`config.mk`:
```
export PLATFORM = sky130hd
export DESIGN_NAME = qrm_div_step
export DESIGN_NICKNAME = d
export VERILOG_FILES = /design/src/quaternion_to_rotation_matrix_defines.svh /design/src/qrm_pkg.sv /design/src/qrm_div_step.sv
export SDC_FILE = /design/constraint.sdc
export NUM_CORES = 1
export LEC_CHECK = 0
export BUFFER_PORTS_ARGS = -buffer_cell sky130_fd_sc_hd__buf_2
export CORE_AREA = 2 2 476 478
export CTS_CLUSTER_DIAMETER = 50
export DETAILED_ROUTE_END_ITERATION = 10
export DIE_AREA = 0 0 478 480
export PLACE_DENSITY = 0.39
export SLEW_MARGIN = 10
export SYNTH_ARGS = -nofsm -noshare
export SYNTH_HDL_FRONTEND = slang
export SYNTH_SLANG_ARGS = --single-unit
```
`constraint.sdc`:
```
create_clock -name aclk -period 4.9 [get_ports aclk]
set_clock_uncertainty 0.2 [all_clocks]
set_input_delay 0.735 -clock aclk [delete_from_list [all_inputs] [get_ports aclk]]
set_output_delay 0.735 -clock aclk [all_outputs]
set_load 0.02 [all_outputs]
```
`src/quaternion_to_rotation_matrix_defines.svh`:
```
// Assertion helpers for quaternion_to_rotation_matrix.sv.
`ifndef QUATERNION_TO_ROTATION_MATRIX_DEFINES_SVH
`define QUATERNION_TO_ROTATION_MATRIX_DEFINES_SVH

// Same-cycle implication, checked on aclk, off while aresetn is low.
`define QRM_ASSERT_IMPL(lbl, ante, cons) \
    lbl: assert property (@(posedge aclk) disable iff (!aresetn) (ante) |-> (cons)) \
        else $error("assertion failed");

// Next-cycle implication, checked on aclk, off while aresetn is low.
`define QRM_ASSERT_NEXT(lbl, ante, cons) \
    lbl: assert property (@(posedge aclk) disable iff (!aresetn) (ante) |=> (cons)) \
        else $error("assertion failed");

`endif

```
`src/qrm_pkg.sv`:
```
`timescale 1ns / 1ps

package qrm_pkg;

    // Output fraction bits
    localparam int FRAC_BITS = 14;

    // Matrix elements
    localparam int LANES = 9;

    // Field and datapath widths
    localparam int IN_W   = 16;
    localparam int OUT_W  = 16;
    localparam int PROD_W = 2 * IN_W;        // one component product
    localparam int SUM_W  = PROD_W + 1;      // sum of four squares, up to 2^32
    localparam int NUM_W  = PROD_W + 2;      // signed numerator
    localparam int MAG_W  = PROD_W + 1;      // numerator magnitude
    localparam int REM_W  = SUM_W;           // partial remainder, below the divisor
    localparam int QW     = FRAC_BITS + 1;   // quotient bits, up to 2^FRAC_BITS
    localparam int DW     = MAG_W + FRAC_BITS; // scaled dividend plus rounding term
    localparam int SAT_W  = (QW + 1 > OUT_W) ? QW + 1 : OUT_W;

    // Saturation bounds and the identity diagonal
    localparam logic signed [OUT_W-1:0] OUT_MAX = {1'b0, {(OUT_W-1){1'b1}}};
    localparam logic signed [OUT_W-1:0] OUT_MIN = {1'b1, {(OUT_W-1){1'b0}}};
    localparam logic signed [OUT_W-1:0] DIAG_ONE =
        (FRAC_BITS >= OUT_W - 1) ? OUT_MAX : OUT_W'(1 << FRAC_BITS);

    // Control traveling with each item
    typedef struct packed {
        logic valid;
        logic degen;
    } qrm_ctrl_t;

    // Divider state for all lanes
    typedef struct packed {
        logic [LANES-1:0][REM_W-1:0] rem;
        logic [LANES-1:0][QW-1:0]    dlow;
        logic [LANES-1:0][QW-1:0]    quot;
        logic [LANES-1:0]            neg;
        logic [SUM_W-1:0]            den;
    } div_t;

endpackage

```
`src/qrm_div_step.sv`:
```
`timescale 1ns / 1ps

// One restoring-division step for all nine lanes, registered.
module qrm_div_step (
    input  logic               aclk,
    input  logic               aresetn,
    input  logic               en,
    input  qrm_pkg::qrm_ctrl_t ctrl_i,
    input  qrm_pkg::div_t      data_i,
    output qrm_pkg::qrm_ctrl_t ctrl_o,
    output qrm_pkg::div_t      data_o
);
    import qrm_pkg::*;

    qrm_ctrl_t ctrl_reg;
    div_t      data_reg;
    div_t      data_next;

    logic [REM_W:0] trial [LANES];
    logic [REM_W:0] diff  [LANES];
    logic           ge    [LANES];

    // Shift in the next dividend bit, subtract the divisor when it fits
    always_comb begin
        data_next = data_i;
        for (int i = 0; i < LANES; i++) begin
            trial[i] = {data_i.rem[i], data_i.dlow[i][QW-1]};
            diff[i]  = trial[i] - {1'b0, data_i.den};
            ge[i]    = (trial[i] >= {1'b0, data_i.den});
            data_next.rem[i]  = ge[i] ? diff[i][REM_W-1:0] : trial[i][REM_W-1:0];
            data_next.dlow[i] = {data_i.dlow[i][QW-2:0], 1'b0};
            data_next.quot[i] = {data_i.quot[i][QW-2:0], ge[i]};
        end
    end

    // Control
    always_ff @(posedge aclk) begin
        if (!aresetn) begin
            ctrl_reg <= '0;
        end else if (en) begin
            ctrl_reg <= ctrl_i;
        end
    end

    // Payload
    always_ff @(posedge aclk) begin
        if (en) begin
            data_reg <= data_next;
        end
    end

    assign ctrl_o = ctrl_reg;
    assign data_o = data_reg;

endmodule

```
# Word level (Yosys, flattened, before mapping)
# Cells that the tools add are included.
# word_totals
register_bits	602
latchBits	0
ramBits	0
rom_bits	0
output_inout_bits	611
word_cells	58
memories	0
# classes
n_addsub	9
n_mul	0
div_mod_pow	0
order_cmp	9
n_eq_ne	0
shifts	0
mux	9
bitwise_logic	0
reduce_logical	0
# op_table
cell	count
>= comparator 34 x 33 -> 1 bit	9
two-way mux 33 bit	9
subtractor 33 bit	9

# Longest topological paths before layout
# Gate-level depths: netlist of run 1.
# logic_depth
word_depth	2
depth_mapped	16
depth_no_buf	15

# Least setup slack after synthesis of run 1
# Ideal clock, no wire load.
# synth_timing
path_kind	input-to-reg
start	input port data_i[1] (netlist bit)
end	register data_reg (netlist bit data_o[369]) (data pin)
arrival_ps	4171
required_ps	4440
slack_ps	269
cell_stages	13
n_path_buf	1
cell_sequence	inv_1 > fa_1 > a211oi_2 > o21bai_1 > a21oi_2 > o21ai_2 > a221o_1 > a2111oi_4 > o31ai_1 > o21ai_1 > nor4b_4 > buf_6 > mux2_2
# synth_lines
item	line_no	text
start: declaration	qrm_div_step.sv:9	input qrm_pkg::div_t data_i,
end signal: assignment	qrm_div_step.sv:48	data_reg <= data_next;
end: declaration	qrm_div_step.sv:16	div_t data_reg;

==> impl_metrics.ini, run 1 <==
[status]
status = completed

[power]
leakagePower_nw = 23.1
clkPwrFrac_pct = 39.8
switching_share_pct = 34.2
p_int_w = 0.0135
power.density_nw_per_um2 = 377
p_sw_w = 0.00703
power_frac_comb_pct = 27.4
pwr-share-seq_pct = 32.8
vdd_drop_max_uv = 262

[timing]
period_share_pct = 93.0
rsz0062_at_grt = no
drv_slew = 0
setup_ws_ns = 0.345
fin_crit_ns = 4.56
setup_tns_ns = 0
finalSetupViolations = 0
finalHoldViolCount = 0
max_freq_mhz = 220
max_slew_margin_pct = 46.5
tightest_slew_ns = 0.803

[yosys]
synth_area_leaders = edfxtp_1, ha_1, a21oi_1, xnor2_1, o21ai_0
ys_top_cells_by_count = edfxtp_1, a21oi_1, ha_1
mappedNetlistArea_sq_um = 36200
synth_largest_area_cell = edfxtp_1
synth-main-ff-cell = edfxtp_1
ys_ff_latch = 602
synth_cells = 3314
synth_top_area_share_pct = 49.7
yosysUniqueCellTypes = 80
syn_avg_cell_area_sq_um = 10.9
async_flop_share_pct = 0
synth_edf_count = 600
synth_most_common_cell = edfxtp_1
ys_warn_count = 0
synth-seq-area-share_pct = 49.8

[global_routing]
antenna_found_initial = 93
grt-ovfl-total = 0
grt_pass1_vias = 34200
grtUsageTotal_pct = 18.7
grt_pass1_wl_um = 294000
grt_max_degree = 101

[drt]
vias = 34500
wl_per_cell_um = 27.6
dr.first_iter.drc_count = 2185
wirelength_um = 225000
drc = 0
drt_pass1_iterations = 6
viasPerCell = 4.24
final_antenna_net_count = 0

[placement]
place.gp.congestion = 0.889
dp_hpwl_um = 187000
io_buffers = 1206
pre_cts_ws_ns = -0.0275

[setup_path]
path_cells = dlygate4sd3_1 -> buf_2 -> inv_2 -> ha_1 -> o21ai_0 -> o21bai_1 -> a21oi_2 -> o21ai_2 -> a221o_1 -> a2111oi_4 -> o31ai_1 -> o21ai_1 -> nor4b_4 -> buf_12 -> mux2_2
r2r_end = ctrl_o[1]
r2r_cells = 3
r2r_start = ctrl_o[1]
crit_path_max_incr_delay_ns = 0.57
r2r_slack_ns = 3.50
worstPathArrival_ns = 4.82
required_ns = 5.16
path_max_fanout = 34
crit_type = in2reg
cp-end-kind = register
cpMaxStageDelayCell = dlygate4sd3_1
start_kind = input port

[worst_hold_path]
hold_start = data_i[565]
hold_class = in2reg
holdPathEnd = data_o[566]
whs_path_depth = 3

[die]
dieArea_sq_um = 229000
die_x_um = 478
core_sq_um = 224000
dieHeight_um = 480
row_count = 174
ios = 1225
initial_core_util_pct = 16.2

[cells_and_area]
syn_to_final_growth_pct = 50.7
num-fill-cells = 24300
drive_above_1_share_pct = 33.0
fin_util_pct = 24.4
nNetsFinal = 5959

[clock_tree]
numClockSinks = 602
numCtsBuffers = 114
cts_tree = done
cts.reportedPaths.clkPinSlew_ns = 0.05
clockRootBuffer = clkbuf_16
clk_path_buf_depth = 3
htree_levels = 3
clkLatencyLatePin_ns = 0.75

[flow_run]
cap_violations = 0
critical path, delay by kind of cell:
kind                     cells  cell delay (ns)
AND/OR/NAND/NOR              1             0.26
adder cells (fa/ha/maj)      1             0.38
buffers and inverters        4             1.38
multiplexers                 1             0.37
AO/OA/AOI/OAI                8             1.65
logic make-up after synthesis:
kind of cell | count (synthesis) | synth area share [%]
and+or+nand+nor | 804 | 10.3
adders and majority gates | 306 | 10.8
buffers and inverters | 217 | 2.45
xor gates and xnor gates | 250 | 6.04
DFF | 602 | 49.8
muxes | 94 | 2.90
other | 1 | 0.0103
AOI/OAI and AO/OA | 1040 | 17.8
power groups by stage:
stage	logic, W	registers (W)	clock network [W]
final	0.00563	0.00675	0.00819
after floorplan	0.00216	0.00751	0
after global placement	0.00546	0.00686	0
after global routing	0.00603	0.00679	0.00866
after detailed placement	0.00544	0.00684	0
after CTS	0.00572	0.00676	0.00847
routing by layer:
layer / vias up / wire (um) / global-route usage (%) / part of all wire (%)
met5: - / 324 / 0 / 0.14
met3: 322 / 13700 / 4.38 / 6.1
li1: 16000 / - / - / -
met1: 16900 / 90000 / 21.8 / 40
met2: 1273 / 113000 / 33.4 / 50
met4: 50 / 8500 / 6.34 / 3.8
cells in the final DEF, fill, tap and decap left out, types with 33 or more instances in the layout:
master | netlist | final
a211oi_1 | 34 | 34
a21o_1 | 154 | 154
a21oi_1 | 342 | 340
buf_12 | 0 | 35
buf_2 | 15 | 1205
buf_4 | 9 | 137
clkbuf_16 | 0 | 115
dlygate4sd3_1 | 0 | 321
edfxtp_1 | 600 | 600
ha_1 | 297 | 297
inv_1 | 118 | 86
mux2_2 | 66 | 66
nand2_1 | 286 | 286
nand2b_1 | 33 | 33
nand3_1 | 68 | 68
nand4_1 | 41 | 41
nor2_1 | 209 | 209
nor3_1 | 46 | 46
o21a_1 | 37 | 37
o21ai_0 | 250 | 250
o21bai_1 | 38 | 38
xnor2_1 | 150 | 150
xor2_1 | 100 | 100
area by class of cell:
cell class	count	area, sq um	area share [%]
Inverter	119	449	0.823
Clock buffer	126	2920	5.35
Timing Repair Buffer	1699	11000	20.1
Tap cell	2992	3740	6.86
Multi-Input combinational cell	2503	17400	31.8
Antenna cell	27	67.6	0.124
Sequential cell	602	18100	33.1
Clock inverter	88	1010	1.86
how the worst max path moves through the flow:
stage                    from     endpoint  cells past startpoint
global placement    data_i[0]  data_o[440]                     16
global route        data_i[3]  data_o[374]                     15
finish              data_i[3]  data_o[376]                     15
detailed placement  data_i[0]  data_o[437]                     16
floorplan           data_i[1]  data_o[369]                     13
CTS                 data_i[1]  data_o[469]                     16
through the flow:
stage	total power [W]	hold WS, ns	area (sq um)	cells
CTS	0.0210	0.000462	54500	8129
global placement	0.0123	0.300	47400	7594
finish	0.0206	0.0931	54600	8156
floorplan	0.00967	0.389	36300	3322
global route	0.0215	0.0289	54600	8144
detailed placement	0.0123	0.317	47400	7594
what timing repair did:
item / CTS / global route
hold buffers: 321 / 0
endpoints found under the hold margin: 319 / 0
resized for setup: 0 / 2
endpoints found under the setup margin: 0 / 6
buffers inserted: 0 / 0
flip-flops by register name (all words and copies together) (netlist names):
signal  flops
ctrl_o      2
data_o    600
Power figures use the tool's default switching activity.
==> run 2: changes to the inputs <==
--- a/config.mk
+++ b/config.mk
@@ -7,6 +7,7 @@
 export LEC_CHECK = 0
 export BUFFER_PORTS_ARGS = -buffer_cell sky130_fd_sc_hd__buf_2
 export CORE_AREA = 2 2 476 478
+export CTS_BUF_LIST = sky130_fd_sc_hd__clkbuf_16
 export CTS_CLUSTER_DIAMETER = 50
 export DETAILED_ROUTE_END_ITERATION = 10
 export DIE_AREA = 0 0 478 480
==> constraint.sdc (replaced) <==
create_clock -name aclk -period 4.9 [get_ports aclk]
set_clock_uncertainty 0.2 [all_clocks]
set_input_delay 0 -clock aclk [delete_from_list [all_inputs] [get_ports aclk]]
set_output_delay 0 -clock aclk [all_outputs]
set_load 0.02 [all_outputs]
==> run 2 against run 1 <==
  * The run now fails in clock tree synthesis (4_1_cts)
  * Area after synthesis did not move
  * Synthesized cell count did not move
==> impl_metrics.ini, run 2 <==
[die]
die_x_um = 478
initial_core_util_pct = 16.2
dieHeight_um = 480
row_count = 174
ios = 1225

[yosys]
synth-main-ff-cell = edfxtp_1
yosysUniqueCellTypes = 80
ys_warn_count = 0
async_flop_share_pct = 0
syn_avg_cell_area_sq_um = 10.9
synth_most_common_cell = edfxtp_1
synth_edf_count = 600
synth_largest_area_cell = edfxtp_1
synth_cells = 3314
ys_top_cells_by_count = edfxtp_1, a21oi_1, ha_1
synth-seq-area-share_pct = 49.8
synth_top_area_share_pct = 49.7
mappedNetlistArea_sq_um = 36200
ys_ff_latch = 602
synth_area_leaders = edfxtp_1, ha_1, a21oi_1, xnor2_1, o21ai_0

[clock_tree]
clk_path_buf_depth = 3
cts.repair.resized = 0
numCtsBuffers = 118
post_cts_buffers = 0
hold_buffers = 1548
clockRootBuffer = clkbuf_16
numClockSinks = 602
htree_levels = 3

[placement]
place.gp.congestion = 0.881
dp_hpwl_um = 185000
io_buffers = 1206

[status]
haltStage = clock tree synthesis (4_1_cts)
stop_error = [ERROR RSZ-0060] Max buffer count reached.
status = aborted with a tool error
run 2: cell counts after synthesis:
Identical to the previous run, type by type.
run 2: kinds of logic after synthesis:
logic type / count (synthesis) / synth area share [%]
compound gates: 1040 / 17.8
flops: 602 / 49.8
fa+ha+maj: 306 / 10.8
buf+inv: 217 / 2.45
xor+xnor: 250 / 6.04
mux: 94 / 2.90
simple gates: 804 / 10.3
other cells: 1 / 0.0103
run 2: stage by stage:
stage               hold WS, ns  worst slack [ns]  cells  cell area [sq um]  utilization (%)
floorplan                -0.101              1.00   3322              36300                -
global placement        -0.0237             0.432   7512              46500             20.7
detailed placement      -0.0218             0.455   7512              46500             20.7
==> run 3: changes to the inputs <==
--- a/config.mk
+++ b/config.mk
@@ -6,12 +6,10 @@
 export NUM_CORES = 1
 export LEC_CHECK = 0
 export BUFFER_PORTS_ARGS = -buffer_cell sky130_fd_sc_hd__buf_2
-export CORE_AREA = 2 2 476 478
-export CTS_BUF_LIST = sky130_fd_sc_hd__clkbuf_16
-export CTS_CLUSTER_DIAMETER = 50
+export CORE_AREA = 2 2 472 474
 export DETAILED_ROUTE_END_ITERATION = 10
-export DIE_AREA = 0 0 478 480
-export PLACE_DENSITY = 0.39
+export DIE_AREA = 0 0 474 476
+export PLACE_DENSITY_LB_ADDON = 0.15
 export SLEW_MARGIN = 10
 export SYNTH_ARGS = -nofsm -noshare
 export SYNTH_HDL_FRONTEND = slang
==> constraint.sdc (replaced) <==
create_clock -name aclk -period 6.35 [get_ports aclk]
set_clock_uncertainty 0.2 [all_clocks]
set_input_delay 0 -clock aclk [delete_from_list [all_inputs] [get_ports aclk]]
set_output_delay 0 -clock aclk [all_outputs]
set_load 0.02 [all_outputs]
==> run 3 against run 2 <==
  * The run now ends clean
==> impl_metrics.ini, run 3 (same netlist as run 1, synthesis figures left out) <==
[timing]
finalHoldViolCount = 0
rsz0062_at_grt = no
drv_slew = 0
tightest_slew_ns = 0.993
fin_crit_ns = 5.61
finalSetupViolations = 0
setup_tns_ns = 0
max_slew_margin_pct = 33.8
period_share_pct = 88.3
max_freq_mhz = 178

[global_routing]
grtUsageTotal_pct = 19.8
grt_max_degree = 144
antenna_found_initial = 97
grt-ovfl-total = 0
grt_pass1_wl_um = 310000
grt_pass1_vias = 38600

[drt]
final_antenna_net_count = 0
viasPerCell = 4.21
drc = 0
drt_pass1_iterations = 6
wl_per_cell_um = 25.7
wirelength_um = 234000
dr.first_iter.drc_count = 2407
vias = 38400

[cells_and_area]
largest_register_ffs = 600
instances_no_fill = 9123
syn_to_final_growth_pct = 76.2
final_cell_mix = dlygate4sd3_1, buf_2, edfxtp_1
drive_above_1_share_pct = 24.7
final_common_cell = dlygate4sd3_1
fin_util_pct = 28.9
nNetsFinal = 6946

[clock_tree]
cts.reportedPaths.clkPinSlew_ns = 0.05
numCtsBuffers = 87
clk_path_buf_depth = 3
clkLatencyLatePin_ns = 0.73
numClockSinks = 602
cts.repair.resized = 0
htree_levels = 3
hold_buffers = 1466
cts_tree = done
post_cts_buffers = 0
clockRootBuffer = clkbuf_16

[setup_path]
start_kind = input port
cp-end-kind = register
crit_path_max_incr_delay_ns = 0.63
path_cells = dlygate4sd3_1 -> buf_2 -> ha_1 -> inv_1 -> fa_1 -> a21o_1 -> a21oi_1 -> o21ai_0 -> a21boi_0 -> a21oi_1 -> a221oi_1 -> o21a_1 -> o41ai_2 -> buf_4 -> nor2_1 -> dlygate4sd3_1 -> a21oi_1 -> dlygate4sd3_1
cpMaxStageDelayCell = a221oi_1
crit_buf_inv = 6
path_max_fanout = 58
crit_type = in2reg
required_ns = 6.63
worstPathArrival_ns = 5.88
crit_family = buffers and inverters

[power]
vdd_drop_max_uv = 185
power.density_nw_per_um2 = 246
power_w = 0.0157
leakagePower_nw = 26.7

[placement]
dp.cells = 7446
place.gp.congestion = 0.859
dp_hpwl_um = 178000
io_buffers = 1206

[die]
initial_core_util_pct = 16.4
dieHeight_um = 476
core_sq_um = 221000
die_x_um = 474
row_count = 173
dieArea_sq_um = 226000
ios = 1225

[status]
status = completed

[flow_run]
cap_violations = 0

[worst_hold_path]
hold_class = in2reg
-- run 3: cell type report --
type | instances | area [sq um]
Fill cell | 23600 | 157000
Timing Repair Buffer | 2713 | 21100
Sequential cell | 602 | 18100
Multi-Input combinational cell | 2503 | 17400
Tap cell | 2975 | 3720
Clock buffer | 102 | 2230
Clock inverter | 57 | 803
Inverter | 119 | 447
Antenna cell | 52 | 130
-- run 3: routing by layer --
metal	GRT usage [%]	routed length, um
met1	22.9	92800
met2	34.7	115000
met3	4.14	14100
met4	9.89	12500
met5	0.107	297
-- run 3: stage by stage --
step | hold WS (ns) | cell area [sq um] | setup slack, ns
floorplan | -0.101 | 36300 | 2.45
global placement | -0.0213 | 46000 | 1.41
detailed placement | -0.0218 | 46000 | 1.36
CTS | 0.000223 | 63700 | 0.789
global route | 0.0321 | 63800 | 0.411
finish | 0.0566 | 63900 | 0.743
-- run 3: power by group --
part	switching, W	internal [W]
logic	0.00288	0.00222
registers	0.000224	0.00498
clock network	0.00223	0.00316
total	0.00533	0.0104
-- run 3: worst paths after layout --
path                from  depth (start not counted)  slack, ns           to
max            data_i[0]                         18       0.74  data_o[460]
min          data_i[598]                          4       0.06  data_o[599]
max reg2reg    ctrl_o[0]                          3       5.00    ctrl_o[0]
min reg2reg    ctrl_o[1]                          2       0.34    ctrl_o[1]
-- run 3: worst min-delay path: stages --
cell and delay (ns):
dlygate4sd3_1 0.57, buf_2 0.13, nand2_1 0.04, o21ai_0 0.11
